`config.mk`:
```
export PLATFORM = sky130hd
export DESIGN_NAME = array_key_set_core
export DESIGN_NICKNAME = d
export VERILOG_FILES = /design/src/akset_pkg.sv /design/src/akset_cell.sv /design/src/array_key_set_core.sv
export SDC_FILE = /design/constraint.sdc
export NUM_CORES = 1
export LEC_CHECK = 0
export BUFFER_PORTS_ARGS = -buffer_cell sky130_fd_sc_hd__buf_4
export CORE_ASPECT_RATIO = 0.6
export CORE_MARGIN = 4
export CORE_UTILIZATION = 55
export CTS_CLUSTER_DIAMETER = 40
export CTS_CLUSTER_SIZE = 28
export DETAILED_ROUTE_END_ITERATION = 10
export GPL_ROUTABILITY_DRIVEN = 0
export MAX_ROUTING_LAYER = met4
export PLACE_DENSITY = 0.71
export SLEW_MARGIN = 15
export SYNTH_ARGS = -nofsm -noshare
export SYNTH_HDL_FRONTEND = slang
export SYNTH_SLANG_ARGS = --single-unit
export TNS_END_PERCENT = 5
```
`constraint.sdc`:
```
create_clock -name clk -period 4.6 [get_ports clk]
set_input_delay 0.92 -clock clk [delete_from_list [all_inputs] [get_ports clk]]
set_output_delay 0.92 -clock clk [all_outputs]
set_load 0.01 [all_outputs]
```
`src/akset_pkg.sv`:
```
// ----------------------------------------------------------------------------
// akset_pkg
// Shared types and codes for the array key set core.
// ----------------------------------------------------------------------------
package akset_pkg;

    localparam int KIND_W       = 2;
    localparam int KEY_W        = 32;
    localparam int COUNT_OUT_W  = 5;

    // operation codes
    localparam logic [KIND_W-1:0] KIND_ADD      = 2'd0;
    localparam logic [KIND_W-1:0] KIND_CONTAINS = 2'd1;
    localparam logic [KIND_W-1:0] KIND_REMOVE   = 2'd2;

    typedef struct packed {
        logic [KIND_W-1:0] kind;
        logic [KEY_W-1:0]  key;
    } item_t;

    typedef struct packed {
        logic                   ok;
        logic [COUNT_OUT_W-1:0] count_after;
    } result_t;

    // per-cycle command broadcast to every cell
    typedef struct packed {
        logic shift;
        logic load;
    } cell_ctrl_t;

    typedef enum logic [1:0] {
        ST_IDLE,
        ST_SCAN,
        ST_WRITE
    } state_t;

endpackage

```
`src/akset_cell.sv`:
```
// ----------------------------------------------------------------------------
// akset_cell
// One storage slot of the key ring: shifts toward its neighbor or loads.
// ----------------------------------------------------------------------------
module akset_cell
    import akset_pkg::*;
#(
    parameter int KEY_BITS = 32,
    parameter int IDX_W    = 4,
    parameter int INDEX    = 0
)
(
    input  logic                clk,
    input  cell_ctrl_t          ctrl,
    input  logic [IDX_W-1:0]    load_addr,
    input  logic [KEY_BITS-1:0] load_data,
    input  logic [KEY_BITS-1:0] shift_in,
    output logic [KEY_BITS-1:0] entry
);

    logic [KEY_BITS-1:0] entry_reg;
    logic [KEY_BITS-1:0] entry_next;
    logic                hit;

    assign hit = (load_addr == IDX_W'(INDEX));

    always_comb
    begin
        entry_next = entry_reg;
        if (ctrl.load && hit)
        begin
            entry_next = load_data;
        end
        else if (ctrl.shift)
        begin
            entry_next = shift_in;
        end
    end

    // payload only, no reset
    always_ff @(posedge clk)
    begin
        entry_reg <= entry_next;
    end

    assign entry = entry_reg;

endmodule

```
`src/array_key_set_core.sv`:
```
// ----------------------------------------------------------------------------
// array_key_set_core
// Fixed-capacity unordered key set: add, contains and swap-remove.
// Flow: a start transfer enters the scan state, which visits every cell, then
//   the write state; done and the result are registered out of the write state.
// Flow control: one operation at a time; busy covers scan and write, and start
//   is taken only once busy has dropped.
// Reset: rst_n clears the live count and control; cell contents stay
//   undefined until written. Results cannot be stalled by the receiver.
// ----------------------------------------------------------------------------
module array_key_set_core
    import akset_pkg::*;
#(
    parameter int CAPACITY = 16,
    parameter int KEY_BITS = 32
)
(
    input  logic    clk,
    input  logic    rst_n,
    input  logic    start,
    output logic    busy,
    input  item_t   item,
    output logic    done,
    output result_t result
);

    localparam int IDX_W = (CAPACITY > 1) ? $clog2(CAPACITY) : 1;
    localparam int CNT_W = $clog2(CAPACITY + 1);

    // The keys sit in a ring of cells. During a scan every cell passes its
    // key to its lower neighbor each cycle, so cell 0 (the head) shows the
    // slot numbered by step_reg. The scan shifts once per cell, so the ring
    // ends back home. The write state then loads at most one cell by index.

    state_t              state_reg, state_next;
    logic [KIND_W-1:0]   kind_reg, kind_next;
    logic [KEY_BITS-1:0] key_reg, key_next;
    logic [IDX_W-1:0]    step_reg, step_next;
    logic                found_reg, found_next;
    logic [IDX_W-1:0]    slot_reg, slot_next;
    logic [KEY_BITS-1:0] last_reg, last_next;
    logic [CNT_W-1:0]    count_reg, count_next;
    logic                done_reg, done_next;
    result_t             result_reg, result_next;

    cell_ctrl_t          cell_ctrl;
    logic [IDX_W-1:0]    load_addr;
    logic [KEY_BITS-1:0] load_data;
    logic [KEY_BITS-1:0] entry_w [CAPACITY];
    logic [KEY_BITS-1:0] head;

    logic [63:0]         key_wide;
    logic [KEY_BITS-1:0] key_in;
    logic [CNT_W-1:0]    step_ext;
    logic                step_live;
    logic                step_last;
    logic                has_room;
    logic [CNT_W+COUNT_OUT_W-1:0] count_ext;

    // only the low KEY_BITS of the key field take part
    assign key_wide = {32'b0, item.key};
    assign key_in   = key_wide[KEY_BITS-1:0];

    assign head      = entry_w[0];
    assign step_ext  = CNT_W'(step_reg);
    assign step_live = (step_ext < count_reg);
    assign step_last = (CNT_W'(step_ext + CNT_W'(1)) == count_reg);
    assign has_room  = (count_reg < CNT_W'(CAPACITY));

    genvar gi;
    generate
        for (gi = 0; gi < CAPACITY; gi++)
        begin : g_cell
            akset_cell #(
                .KEY_BITS (KEY_BITS),
                .IDX_W    (IDX_W),
                .INDEX    (gi)
            ) u_cell (
                .clk       (clk),
                .ctrl      (cell_ctrl),
                .load_addr (load_addr),
                .load_data (load_data),
                .shift_in  (entry_w[(gi + 1) % CAPACITY]),
                .entry     (entry_w[gi])
            );
        end
    endgenerate

    always_comb
    begin
        state_next      = state_reg;
        kind_next       = kind_reg;
        key_next        = key_reg;
        step_next       = step_reg;
        found_next      = found_reg;
        slot_next       = slot_reg;
        last_next       = last_reg;
        count_next      = count_reg;
        done_next       = 1'b0;
        result_next     = result_reg;
        cell_ctrl.shift = 1'b0;
        cell_ctrl.load  = 1'b0;
        load_addr       = slot_reg;
        load_data       = last_reg;
        count_ext       = '0;

        unique case (state_reg)
            ST_IDLE:
            begin
                if (start)
                begin
                    kind_next  = item.kind;
                    key_next   = key_in;
                    step_next  = '0;
                    found_next = 1'b0;
                    state_next = ST_SCAN;
                end
            end

            ST_SCAN:
            begin
                cell_ctrl.shift = 1'b1;
                // keys are unique, so at most one slot matches
                if (step_live && (head == key_reg))
                begin
                    found_next = 1'b1;
                    slot_next  = step_reg;
                end
                // grab the last live entry for a swap-remove
                if (step_last)
                begin
                    last_next = head;
                end
                if (step_reg == IDX_W'(CAPACITY - 1))
                begin
                    state_next = ST_WRITE;
                end
                else
                begin
                    step_next = IDX_W'(step_reg + IDX_W'(1));
                end
            end

            ST_WRITE:
            begin
                result_next.ok = 1'b0;
                unique case (kind_reg)
                    KIND_ADD:
                    begin
                        if (found_reg)
                        begin
                            result_next.ok = 1'b1;
                        end
                        else if (has_room)
                        begin
                            // append at the first free slot
                            result_next.ok = 1'b1;
                            cell_ctrl.load = 1'b1;
                            load_addr      = count_reg[IDX_W-1:0];
                            load_data      = key_reg;
                            count_next     = CNT_W'(count_reg + CNT_W'(1));
                        end
                    end
                    KIND_CONTAINS:
                    begin
                        result_next.ok = found_reg;
                    end
                    KIND_REMOVE:
                    begin
                        if (found_reg)
                        begin
                            // last entry fills the hole; harmless if same slot
                            result_next.ok = 1'b1;
                            cell_ctrl.load = 1'b1;
                            load_addr      = slot_reg;
                            load_data      = last_reg;
                            count_next     = CNT_W'(count_reg - CNT_W'(1));
                        end
                    end
                    default:
                    begin
                        result_next.ok = 1'b0;
                    end
                endcase
                count_ext               = {{COUNT_OUT_W{1'b0}}, count_next};
                result_next.count_after = count_ext[COUNT_OUT_W-1:0];
                done_next               = 1'b1;
                state_next              = ST_IDLE;
            end

            default:
            begin
                state_next = ST_IDLE;
            end
        endcase
    end

    always_ff @(posedge clk or negedge rst_n)
    begin
        if (!rst_n)
        begin
            state_reg <= ST_IDLE;
            count_reg <= '0;
            done_reg  <= 1'b0;
            step_reg  <= '0;
            found_reg <= 1'b0;
        end
        else
        begin
            state_reg <= state_next;
            count_reg <= count_next;
            done_reg  <= done_next;
            step_reg  <= step_next;
            found_reg <= found_next;
        end
    end

    // payload registers
    always_ff @(posedge clk)
    begin
        kind_reg   <= kind_next;
        key_reg    <= key_next;
        slot_reg   <= slot_next;
        last_reg   <= last_next;
        result_reg <= result_next;
    end

    assign busy   = (state_reg != ST_IDLE);
    assign done   = done_reg;
    assign result = result_reg;

endmodule

```
==> flow_metrics.env <==
export IMPL_outcome="finished clean"
export IMPL_core_area_mm2=0.0469
export IMPL_end_kind="register"
export IMPL_clockBufferDepth=3
export IMPL_nNetsFinal=2093
export IMPL_critical_path_required_ps=4930
export IMPL_die_area_mm2=0.0518
export IMPL_syn_avg_cell_area_um2=12.8
export IMPL_pin_count=45
export IMPL_synthArstFlopShare_pct=2.16
export IMPL_final_hold_viol_count=0
export IMPL_setup_viol=0
export IMPL_utilization_pct=61.2
export IMPL_peakVddDrop_mv=0.389
export IMPL_worstSetupPathType="register to register"
export IMPL_crit_buf_inv=4
export IMPL_finalMaxSlewViolations=0
export IMPL_power_density_mw_per_mm2=698
export IMPL_synth_flop_cell="edfxtp_1"
export IMPL_crit_family="buffers and inverters"
export IMPL_via_count=16500
export IMPL_grt_pass1_wl_mm=96.7
export IMPL_grt_overflow_total=0
export IMPL_dp_cells=2630
export IMPL_syn_num_nets=2118
export IMPL_cts_root_buf="clkbuf_16"
export IMPL_p_sw_uw=6580
export IMPL_final_layout_size_suffix_gt1_share_pct=18.4
export IMPL_drc_errors=0
export IMPL_timing_final_ws_setup_ps=1160
export IMPL_cp_max_fo=35
export IMPL_initial_core_util_pct=56.4
export IMPL_netlist_area_leader_share_pct=66.7
export IMPL_cpMostUsedCell="buf_4"
export IMPL_die_width_um=291
export IMPL_clk_pin_slew_ps=100
export IMPL_p_leak_uw=0.0101
export IMPL_io_buffers=44
export IMPL_grt_util_all_layers_pct=25.1
export IMPL_post_place_ws_ps=1190
export IMPL_hp_class="primary input to async pin"
export IMPL_antenna_found_initial=0
export IMPL_yosysTopAreaCell="edfxtp_1"
export IMPL_gr_usage_met1_pct=35.8
export IMPL_routed_wirelength_mm=63.0
export IMPL_avgViaCountPerCell=6.07
export IMPL_ys_warnings_count=0
export IMPL_post_cts_buffers=0
export IMPL_critPathArrivalTime_ps=3770
export IMPL_worst_clock_skew_ps=32.0
export IMPL_stdcell_count=2711
export IMPL_rsz0062_at_grt="false"
export IMPL_cts_resized=0
export IMPL_rows=61
export IMPL_gr_usage_met3_pct=7.35
export IMPL_fill_cells=3635
export IMPL_dp_hpwl_mm=38.8
export IMPL_maxCapViolCount=0
export IMPL_period_minus_slack_ps=3440
export IMPL_routedWlPerCell_um=23.2
export IMPL_cts_tree="yes"
export IMPL_gr_usage_met2_pct=36.4
export IMPL_fin_crit_sh_pct=74.8
export IMPL_htree_num_levels=2
export IMPL_pwr_share_seq_pct=54.1
export IMPL_first_pass_iters=5
export IMPL_netlist_area_mm2=0.0265
export IMPL_crit_chain="inv_1, ha_1, buf_4, or3b_1, a21o_1, a21oi_4, buf_4, buf_4, a21oi_2"
export IMPL_fmax_ghz=0.291
export IMPL_synth_cell_types=56
export IMPL_ant_nets=0
export IMPL_die_y_um=178
export IMPL_p_clk_share_pct=20.8
export IMPL_setup_tns_ps=0
export IMPL_initialDrtViolationCount=1892
export IMPL_start_kind="register"
export IMPL_clock_sinks=601
export IMPL_p_int_uw=13500
export IMPL_swShare_pct=32.8
export IMPL_clk_latency_ps=590
export IMPL_cts_buffers=44
export IMPL_crit_path_max_incr_delay_ps=570
export IMPL_ctsHoldBuffers=0
export IMPL_grt_max_degree=65
export IMPL_synth_edf_count=588
export IMPL_combPwrFrac_pct=25.1
export IMPL_ys_ff_latch=601
export IMPL_netlist_top_cells_area="edfxtp_1 (67%), a21oi_1 (5.0%), nor2_1 (4.4%), a21oi_2 (3.4%), o21ai_0 (3.2%)"
export IMPL_busiest_layer="met2"
export IMPL_grt_pass1_vias=16100
export IMPL_ys_seq_area_share_pct=67.9
export IMPL_syn_to_final_growth_pct=8.41
export IMPL_largest_reg_flops=512
export IMPL_diodes=0
export IMPL_slew_limit_headroom_pct=28.7
export IMPL_cp_slowest_cell="buf_4"
export IMPL_syn_inst=2071
export IMPL_tightest_slew_ps=1060
-- Yosys cell counts (14+ instances only) --
| cell | instances |
|---|---|
| a21oi_2 | 103 |
| nand2_1 | 178 |
| buf_2 | 40 |
| inv_1 | 15 |
| edfxtp_1 | 588 |
| buf_6 | 36 |
| mux2i_4 | 30 |
| clkbuf_1 | 44 |
| a21oi_1 | 266 |
| nor2_1 | 311 |
| nor2_2 | 54 |
| xor2_1 | 18 |
| nand4_1 | 14 |
| o21ai_0 | 168 |
| xnor2_1 | 19 |
| nand2b_1 | 17 |
| buf_4 | 45 |
-- path summary, 6_finish.rpt --
| check | from | endpoint | slack (ps) | cells past startpoint |
|---|---|---|---|---|
| min in group clk | g_cell[0].u_cell.entry[0] | last_reg[0] | 500 | 0 |
| worst max-delay path | kind_reg[0] | g_cell[1].u_cell.entry[15] | 1160 | 9 |
| worst max register to register | kind_reg[0] | g_cell[1].u_cell.entry[15] | 1160 | 9 |
| worst min register to register | g_cell[0].u_cell.entry[0] | last_reg[0] | 500 | 0 |
| worst min-delay path | rst_n | done | 190 | 1 |
| max in group asynchronous | rst_n | count_reg[3] | 4190 | 1 |
-- per-layer routing --
metal | vias to the layer above | part of all wire (%)
li1 | 7421 | -
met1 | 8146 | 43
met2 | 809 | 43
met3 | 80 | 12
met4 | 0 | 1.9
met5 | - | 0
-- through the flow --
step	cell area [um2]	hold WS, ps	total power [uW]
finish	28700	190	20100
detailed placement	27200	484	15900
floorplan	26500	471	14000
global placement	27200	481	15600
global route	28700	177	21100
CTS	28700	182	20100
-- worst reg2reg max path, delay by kind of cell (launching register included) --
family                   cells  cell delay, ps
adder cells (fa/ha/maj)      1             150
AND/OR/NAND/NOR              1             390
flip-flops                   1             400
AO/OA/AOI/OAI                3             720
buffers and inverters        4            1530
-- power by group through the flow --
stage	clock [uW]	sequential, uW	combinational (uW)
after floorplan	0	10600	3430
after global placement	0	10900	4720
after detailed placement	0	10900	4930
after CTS	4240	10900	4980
after global routing	4500	11100	5560
final	4180	10800	5030
-- cell usage in the layout, fill, tap and decap left out, drive strengths merged, types with 13 or more instances in the layout --
master  instances
dfrtp          13
nor2          365
mux2i          33
clkinv         17
nand2         179
nand4          14
edfxtp        588
clkbuf         47
o21ai         172
a21oi         369
xnor2          19
nand2b         17
buf            97
xor2           18
inv            32
-- cells by family after synthesis --
logic type               count (synthesis)  share of synthesized area [%]
XOR/XNOR                                37                           1.22
buffers and inverters                  184                           4.46
multiplexers                            35                           2.75
AND/OR/NAND/NOR                        626                           10.3
flip-flops                             601                           67.9
adder cells (fa/ha/maj)                 10                          0.472
AO/OA/AOI/OAI                          578                           12.9
-- layout make-up --
class	instances	area, um2	area share, %
Sequential cell	601	18000	62.6
Multi-Input combinational cell	1286	7490	26.1
Clock buffer	47	1130	3.95
Timing Repair Buffer	97	828	2.88
Tap cell	630	788	2.75
Clock inverter	34	428	1.49
Inverter	16	60.1	0.209
No activity file was read; power rests on OpenSTA's default activity.
